===== config.mk =====
export PLATFORM = sky130hd
export DESIGN_NAME = requantize_accumulator_to_uint8
export DESIGN_NICKNAME = d
export VERILOG_FILES = /design/src/design/rqu8_pkg.sv /design/src/design/requantize_accumulator_to_uint8.sv
export SDC_FILE = /design/constraint.sdc
export NUM_CORES = 2
export LEC_CHECK = 0
export BUFFER_PORTS_ARGS = -buffer_cell sky130_fd_sc_hd__buf_2
export CAP_MARGIN = 30
export CORE_MARGIN = 3
export CORE_UTILIZATION = 55
export CTS_CLUSTER_DIAMETER = 50
export DETAILED_ROUTE_END_ITERATION = 12
export PLACE_DENSITY = 0.76
export SYNTH_ARGS = -nofsm -noshare
export SYNTH_HDL_FRONTEND = slang
export SYNTH_SLANG_ARGS = --single-unit

===== constraint.sdc =====
create_clock -name clk_i -period 8.7 [get_ports clk_i]
set_input_delay 1.74 -clock clk_i [delete_from_list [all_inputs] [get_ports clk_i]]
set_output_delay 1.74 -clock clk_i [all_outputs]
set_load 0.02 [all_outputs]

===== src/design/rqu8_pkg.sv =====
// ----------------------------------------------------------------------------
// rqu8_pkg
// Shared types and constants for the accumulator-to-byte requantizer.
// ----------------------------------------------------------------------------
package rqu8_pkg;

  // Default accumulator width taken from the accumulator input.
  localparam int unsigned ACC_BITS_DEF = 32;

  localparam int unsigned CFG_IDX_W  = 3;
  localparam int unsigned CFG_DATA_W = 32;

  // Pipeline depth from the accept edge to the output register.
  localparam int unsigned PIPE_DEPTH = 6;

  localparam logic [7:0] BYTE_MAX = 8'd255;

  // Configuration register indexes.
  typedef enum logic [CFG_IDX_W-1:0] {
    CFG_ZERO_POINT        = 3'd0,
    CFG_PER_COLUMN_SCALE  = 3'd1,
    CFG_TENSOR_SCALE_MULT = 3'd2,
    CFG_SCALE_SHIFT       = 3'd3,
    CFG_ADD_BIAS          = 3'd4
  } cfg_idx_e;

  // Reset values of the configuration registers.
  localparam logic [7:0]  ZERO_POINT_RST        = 8'd0;
  localparam logic        PER_COLUMN_SCALE_RST  = 1'b0;
  localparam logic [31:0] TENSOR_SCALE_MULT_RST = 32'h8000_0000;
  localparam logic [5:0]  SCALE_SHIFT_RST       = 6'd31;
  localparam logic        ADD_BIAS_RST          = 1'b1;

endpackage


===== src/design/requantize_accumulator_to_uint8.sv =====
// ----------------------------------------------------------------------------
// requantize_accumulator_to_uint8
// Requantizes a signed matrix accumulator (plus optional column bias) to an
// unsigned byte through a fixed-point scale, round-half-even and clamp.
// ----------------------------------------------------------------------------
// Pipeline: six register stages, one per pipeline step; a request taken at a
//   clock edge passes through stages 1 to 6 in order before it shows on valid_o.
// Throughput: one request per cycle; busy_o stays low, and the receiver cannot
//   stall, so every stage advances on every clock.
// Reset: rst_ni clears all stage valid bits and loads the configuration
//   registers with their reset values (unity scale, bias added, zero point 0).
// ----------------------------------------------------------------------------
module requantize_accumulator_to_uint8 #(
  parameter int unsigned ACC_BITS = rqu8_pkg::ACC_BITS_DEF
) (
  input  logic                             clk_i,
  input  logic                             rst_ni,
  // Configuration write port
  input  logic                             cfg_we_i,
  input  logic [rqu8_pkg::CFG_IDX_W-1:0]   cfg_idx_i,
  input  logic [rqu8_pkg::CFG_DATA_W-1:0]  cfg_wdata_i,
  // Request side
  input  logic                             start_i,
  output logic                             busy_o,
  input  logic signed [31:0]               accumulator_i,
  input  logic signed [31:0]               column_bias_i,
  input  logic [31:0]                      column_scale_mult_i,
  input  logic                             end_of_tensor_i,
  // Result side
  output logic                             valid_o,
  output logic [7:0]                       quantized_value_o,
  output logic                             last_o
);

  // --------------------------------------------------------------------------
  // Configuration registers
  // --------------------------------------------------------------------------
  logic [7:0]  zero_point_q;
  logic        per_column_scale_q;
  logic [31:0] tensor_scale_mult_q;
  logic [5:0]  scale_shift_q;
  logic        add_bias_q;

  // Drop writes to indexes beyond the register list.
  always_ff @(posedge clk_i or negedge rst_ni) begin
    if (!rst_ni) begin
      zero_point_q        <= rqu8_pkg::ZERO_POINT_RST;
      per_column_scale_q  <= rqu8_pkg::PER_COLUMN_SCALE_RST;
      tensor_scale_mult_q <= rqu8_pkg::TENSOR_SCALE_MULT_RST;
      scale_shift_q       <= rqu8_pkg::SCALE_SHIFT_RST;
      add_bias_q          <= rqu8_pkg::ADD_BIAS_RST;
    end else if (cfg_we_i) begin
      case (rqu8_pkg::cfg_idx_e'(cfg_idx_i))
        rqu8_pkg::CFG_ZERO_POINT:        zero_point_q        <= cfg_wdata_i[7:0];
        rqu8_pkg::CFG_PER_COLUMN_SCALE:  per_column_scale_q  <= cfg_wdata_i[0];
        rqu8_pkg::CFG_TENSOR_SCALE_MULT: tensor_scale_mult_q <= cfg_wdata_i[31:0];
        rqu8_pkg::CFG_SCALE_SHIFT:       scale_shift_q       <= cfg_wdata_i[5:0];
        rqu8_pkg::CFG_ADD_BIAS:          add_bias_q          <= cfg_wdata_i[0];
        default: ;
      endcase
    end
  end

  // The pipeline never holds off a request.
  assign busy_o = 1'b0;

  logic accept;
  assign accept = start_i & ~busy_o;

  // --------------------------------------------------------------------------
  // Valid bits, one per stage; clear on reset, advance every clock.
  // --------------------------------------------------------------------------
  logic s1_vld_q, s2_vld_q, s3_vld_q, s4_vld_q, s5_vld_q, s6_vld_q;

  always_ff @(posedge clk_i or negedge rst_ni) begin
    if (!rst_ni) begin
      s1_vld_q <= 1'b0;
      s2_vld_q <= 1'b0;
      s3_vld_q <= 1'b0;
      s4_vld_q <= 1'b0;
      s5_vld_q <= 1'b0;
      s6_vld_q <= 1'b0;
    end else begin
      s1_vld_q <= accept;
      s2_vld_q <= s1_vld_q;
      s3_vld_q <= s2_vld_q;
      s4_vld_q <= s3_vld_q;
      s5_vld_q <= s4_vld_q;
      s6_vld_q <= s5_vld_q;
    end
  end

  // --------------------------------------------------------------------------
  // Stage 1: sign-extend the accumulator's low ACC_BITS bits and add the bias.
  // The 33-bit sum never wraps. Also pick the scale multiplier.
  // --------------------------------------------------------------------------
  logic signed [32:0] acc_ext;
  logic signed [32:0] bias_ext;
  logic signed [32:0] s1_sum_d, s1_sum_q;
  logic [31:0]        s1_mult_d, s1_mult_q;
  logic               s1_last_q;

  assign acc_ext  = {{(33 - ACC_BITS){accumulator_i[ACC_BITS-1]}},
                     accumulator_i[ACC_BITS-1:0]};
  assign bias_ext = add_bias_q ? {column_bias_i[31], column_bias_i} : 33'sd0;
  assign s1_sum_d  = acc_ext + bias_ext;
  assign s1_mult_d = per_column_scale_q ? column_scale_mult_i : tensor_scale_mult_q;

  always_ff @(posedge clk_i) begin
    s1_sum_q  <= s1_sum_d;
    s1_mult_q <= s1_mult_d;
    s1_last_q <= end_of_tensor_i;
  end

  // --------------------------------------------------------------------------
  // Stage 2: split into sign and magnitude; rounding is symmetric, so work on
  // the magnitude from here on.
  // --------------------------------------------------------------------------
  logic        s2_neg_q;
  logic [32:0] s2_mag_d, s2_mag_q;
  logic [31:0] s2_mult_q;
  logic        s2_last_q;

  assign s2_mag_d = s1_sum_q[32] ? (~s1_sum_q + 33'd1) : s1_sum_q;

  always_ff @(posedge clk_i) begin
    s2_neg_q  <= s1_sum_q[32];
    s2_mag_q  <= s2_mag_d;
    s2_mult_q <= s1_mult_q;
    s2_last_q <= s1_last_q;
  end

  // --------------------------------------------------------------------------
  // Stage 3: magnitude times multiplier. The magnitude reaches bit 32 only for
  // exactly 2^32, where its low bits are zero, so one 32x32 multiplier serves.
  // --------------------------------------------------------------------------
  logic [63:0] s3_prod_d, s3_prod_q;
  logic        s3_neg_q;
  logic        s3_last_q;

  assign s3_prod_d = s2_mag_q[32] ? {s2_mult_q, 32'd0}
                                  : (64'(s2_mag_q[31:0]) * 64'(s2_mult_q));

  always_ff @(posedge clk_i) begin
    s3_prod_q <= s3_prod_d;
    s3_neg_q  <= s2_neg_q;
    s3_last_q <= s2_last_q;
  end

  // --------------------------------------------------------------------------
  // Stage 4: shift right and decide the round-half-even increment.
  // A zero shift passes the product unrounded.
  // --------------------------------------------------------------------------
  logic [63:0] rnd_mask;
  logic [63:0] rnd_half;
  logic [63:0] rnd_rem;
  logic [63:0] s4_quo_d, s4_quo_q;
  logic        s4_up_d, s4_up_q;
  logic        s4_neg_q;
  logic        s4_last_q;

  assign rnd_mask = (64'd1 << scale_shift_q) - 64'd1;
  assign rnd_half = (scale_shift_q == 6'd0) ? 64'd0 : (64'd1 << (scale_shift_q - 6'd1));
  assign rnd_rem  = s3_prod_q & rnd_mask;
  assign s4_quo_d = s3_prod_q >> scale_shift_q;
  assign s4_up_d  = (scale_shift_q != 6'd0) &&
                    ((rnd_rem > rnd_half) || ((rnd_rem == rnd_half) && s4_quo_d[0]));

  always_ff @(posedge clk_i) begin
    s4_quo_q  <= s4_quo_d;
    s4_up_q   <= s4_up_d;
    s4_neg_q  <= s3_neg_q;
    s4_last_q <= s3_last_q;
  end

  // --------------------------------------------------------------------------
  // Stage 5: apply the increment and saturate to nine bits. A nonzero shift
  // leaves headroom for the increment; a zero shift never increments.
  // --------------------------------------------------------------------------
  logic [63:0] rnd_quo;
  logic [8:0]  s5_sat_d, s5_sat_q;
  logic        s5_neg_q;
  logic        s5_last_q;

  assign rnd_quo  = s4_quo_q + 64'(s4_up_q);
  assign s5_sat_d = (|rnd_quo[63:8]) ? 9'd256 : {1'b0, rnd_quo[7:0]};

  always_ff @(posedge clk_i) begin
    s5_sat_q  <= s5_sat_d;
    s5_neg_q  <= s4_neg_q;
    s5_last_q <= s4_last_q;
  end

  // --------------------------------------------------------------------------
  // Stage 6: clamp against the zero point and offset; this is the output
  // register.
  // --------------------------------------------------------------------------
  logic [8:0] zp_ext;
  logic [8:0] room;
  logic [7:0] s6_res_d, s6_res_q;
  logic       s6_last_q;

  assign zp_ext = {1'b0, zero_point_q};
  assign room   = {1'b0, rqu8_pkg::BYTE_MAX} - zp_ext;

  always_comb begin
    if (s5_neg_q) begin
      s6_res_d = (s5_sat_q > zp_ext) ? 8'd0 : 8'(zp_ext - s5_sat_q);
    end else begin
      s6_res_d = (s5_sat_q > room) ? rqu8_pkg::BYTE_MAX : 8'(zp_ext + s5_sat_q);
    end
  end

  always_ff @(posedge clk_i) begin
    s6_res_q  <= s6_res_d;
    s6_last_q <= s5_last_q;
  end

  assign valid_o           = s6_vld_q;
  assign quantized_value_o = s6_res_q;
  assign last_o            = s6_last_q;

endmodule


==> impl_metrics.tcl <==
set metrics [dict create \
    dieArea_um2 101000 \
    setup_ws_ns 0.465 \
    crit_required_ns 9.23 \
    synth-seq-cells 340 \
    drt_iter0_markers 3636 \
    ioPinCount 147 \
    clock-sinks 340 \
    fin_cells 7366 \
    first_global_vias 45400 \
    final_cell_mix "940 x inv_1, 916 x nand2_1, 899 x fa_1" \
    portBuffers 145 \
    use_met1_pct 38.7 \
    path_clk_slew_ns 0.07 \
    drv_cap 0 \
    startpoint_type "register" \
    cts_setup_buffers 0 \
    cts_buffer_depth 3 \
    gr-max-usage-layer "met2" \
    die_w_um 317 \
    grt-ovfl-total 0 \
    ys.flop_type "dfxtp_1" \
    use_met3_pct 4.60 \
    min_period_ns 8.24 \
    via_per_inst 5.77 \
    slew_headroom_pct 24.7 \
    rsz0062_at_grt "false" \
    gp_congestion 0.984 \
    nNetsFinal 7486 \
    coreArea_um2 95600 \
    hpwl_mm 121 \
    drc 0 \
    wire_per_inst_um 20.2 \
    ys_warn_count 0 \
    path_class "reg -> reg" \
    routed_wl_mm 149 \
    pre_cts_slack_ns 0.424 \
    cts_tree "yes" \
    fmax_mhz 121 \
    slew_violations 0 \
    firstDrtPassIters 6 \
    final_common_cell "inv_1" \
    syn_inst 6068 \
    synth_edf_count 0 \
    hold_violations 0 \
    h-tree-depth 2 \
    initial_core_util_pct 55.8 \
    synth_cell_types 88 \
    setup_violations 0 \
    cp.arrival_ns 8.76 \
    period_share_pct 94.7 \
    postCtsResizedCells 0 \
    postSynth.asyncResetShare_pct 15.9 \
    status "finished clean" \
    ant_nets 0 \
    syn_to_final_growth_pct 7.23 \
    fin_worst_hold_slack_ns 0.318 \
    worst_slew_pin_slew_ns 1.13 \
    min_path_type "reg -> reg" \
    synth_area_um2 53300 \
    grt_start_max_net_pins 65 \
    fin_setup_tns_ns 0 \
    drive_above_1_share_pct 8.76 \
    yosysSeqAreaShare_pct 13.3 \
    crit_fanout 22 \
    cts_buffers 43 \
    place_inst 7282 \
    std_cell_rows 113 \
    antenna_found_initial 2 \
    clk_latency_ns 0.63 \
    groute.layer.met2.usage_pct 50.5 \
    r2r_slack_ns 0.46 \
    grt_use_total_pct 29.8 \
    holdBufCountCts 0 \
    finalClockSkew_ns 0.0303 \
    die_y_um 317 \
    vias 42500 \
    root_buffer "clkbuf_16" \
    end_kind "register" \
    grt_pass1_wl_mm 242 \
    synth.avg_cell_area_um2 8.79 \
]
-- cell usage after synthesis (all sizes together) (46+ instances only) --
cell	count	share of area, %
inv	943	6.6
nand2	916	6.4
fa	899	34
and2	575	6.7
ha	387	9.1
clkbuf	305	2.1
dfxtp	286	11
nor2	279	2.0
a21oi	191	1.8
o21ai	178	1.7
xnor2	95	1.6
mux2	83	1.8
a21o	75	1.1
nand3	65	0.63
nor3	56	0.53
mux2i	53	0.99
xor2	48	0.79
dfrtp	47	2.2
and3	46	0.54
-- per-stage QoR --
stage	area (µm²)	utilization (%)
after floorplan	53300	-
after global placement	55400	58.0
after detailed placement	55500	58.1
after CTS	57100	59.8
after global routing	57200	59.8
final	57200	59.8
-- kinds of logic (layout without fill, tap and decap cells) --
logic type                 after synthesis  after routing  share of synthesized area (%)
adders and majority gates             1286           1286                           42.8
muxes                                  180            180                           4.60
other                                    2              5                         0.0141
xor gates and xnor gates               143            143                           2.35
buffers and inverters                 1281           1311                           9.05
AOI/OAI and AO/OA                      714            714                           8.51
and+or+nand+nor                       2122           2122                           19.4
DFF                                    340            340                           13.3
-- critical path, stage by stage (launching register included) --
cell and delay, ns:
dfxtp_1 0.92, and2_1 0.26, fa_1 0.45, fa_1 0.51, inv_1 0.05, fa_1 0.48
inv_1 0.06, fa_1 0.49, fa_1 0.56, fa_1 0.43, fa_1 0.50, inv_1 0.05
fa_1 0.50, inv_1 0.05, ha_1 0.45, nand2_1 0.20, nor4_1 0.44, nand3_1 0.13
a211oi_1 0.32, o21bai_1 0.22, a211oi_1 0.53, o21ai_0 0.21, a311oi_1 0.33
-- area by class of cell --
cell class,instances,area [µm²]
fill,8184,38400
antenna,2,5.00
inverter,945,3550
sequential,340,7090
multi-input combinational,4448,41400
tap,1265,1580
clock buffer,54,1190
timing repair buffer,286,1910
clock inverter,26,427
-- per-layer routing --
layer / routed length (µm) / up-vias
li1: - / 19100
met1: 58800 / 21200
met2: 71900 / 1858
met3: 11900 / 393
met4: 6160 / 0
met5: 0 / -
-- flip-flops by register name, summed over array words and instances, names as in the netlist, 6 cells and up --
name	cells
s4_quo_q	64
s1_sum_q	33
s5_sat_q	9
s2_mag_q	33
zero_point_q	8
s3_prod_q	64
quantized_value_o	8
s2_mult_q	32
tensor_scale_mult_q	32
scale_shift_q	6
s1_mult_q	32
-- worst paths after layout --
kind,startpoint,depth (start not counted),to
min reg2reg,s1_mult_q[8]$_DFF_P_,0,s2_mult_q[8]$_DFF_P_
max in group asynchronous,rst_ni,2,scale_shift_q[5]$_DFFE_PN0P_
max,s2_mult_q[15]$_DFF_P_,22,s3_prod_q[52]$_DFF_P_
min in group asynchronous,rst_ni,2,tensor_scale_mult_q[7]$_DFFE_PN0P_
min,s1_mult_q[8]$_DFF_P_,0,s2_mult_q[8]$_DFF_P_
max reg2reg,s2_mult_q[15]$_DFF_P_,22,s3_prod_q[52]$_DFF_P_
Power is left out: the tool's default activity adds up to more than one toggle a clock period on the data nets, which glitch-free logic cannot reach.
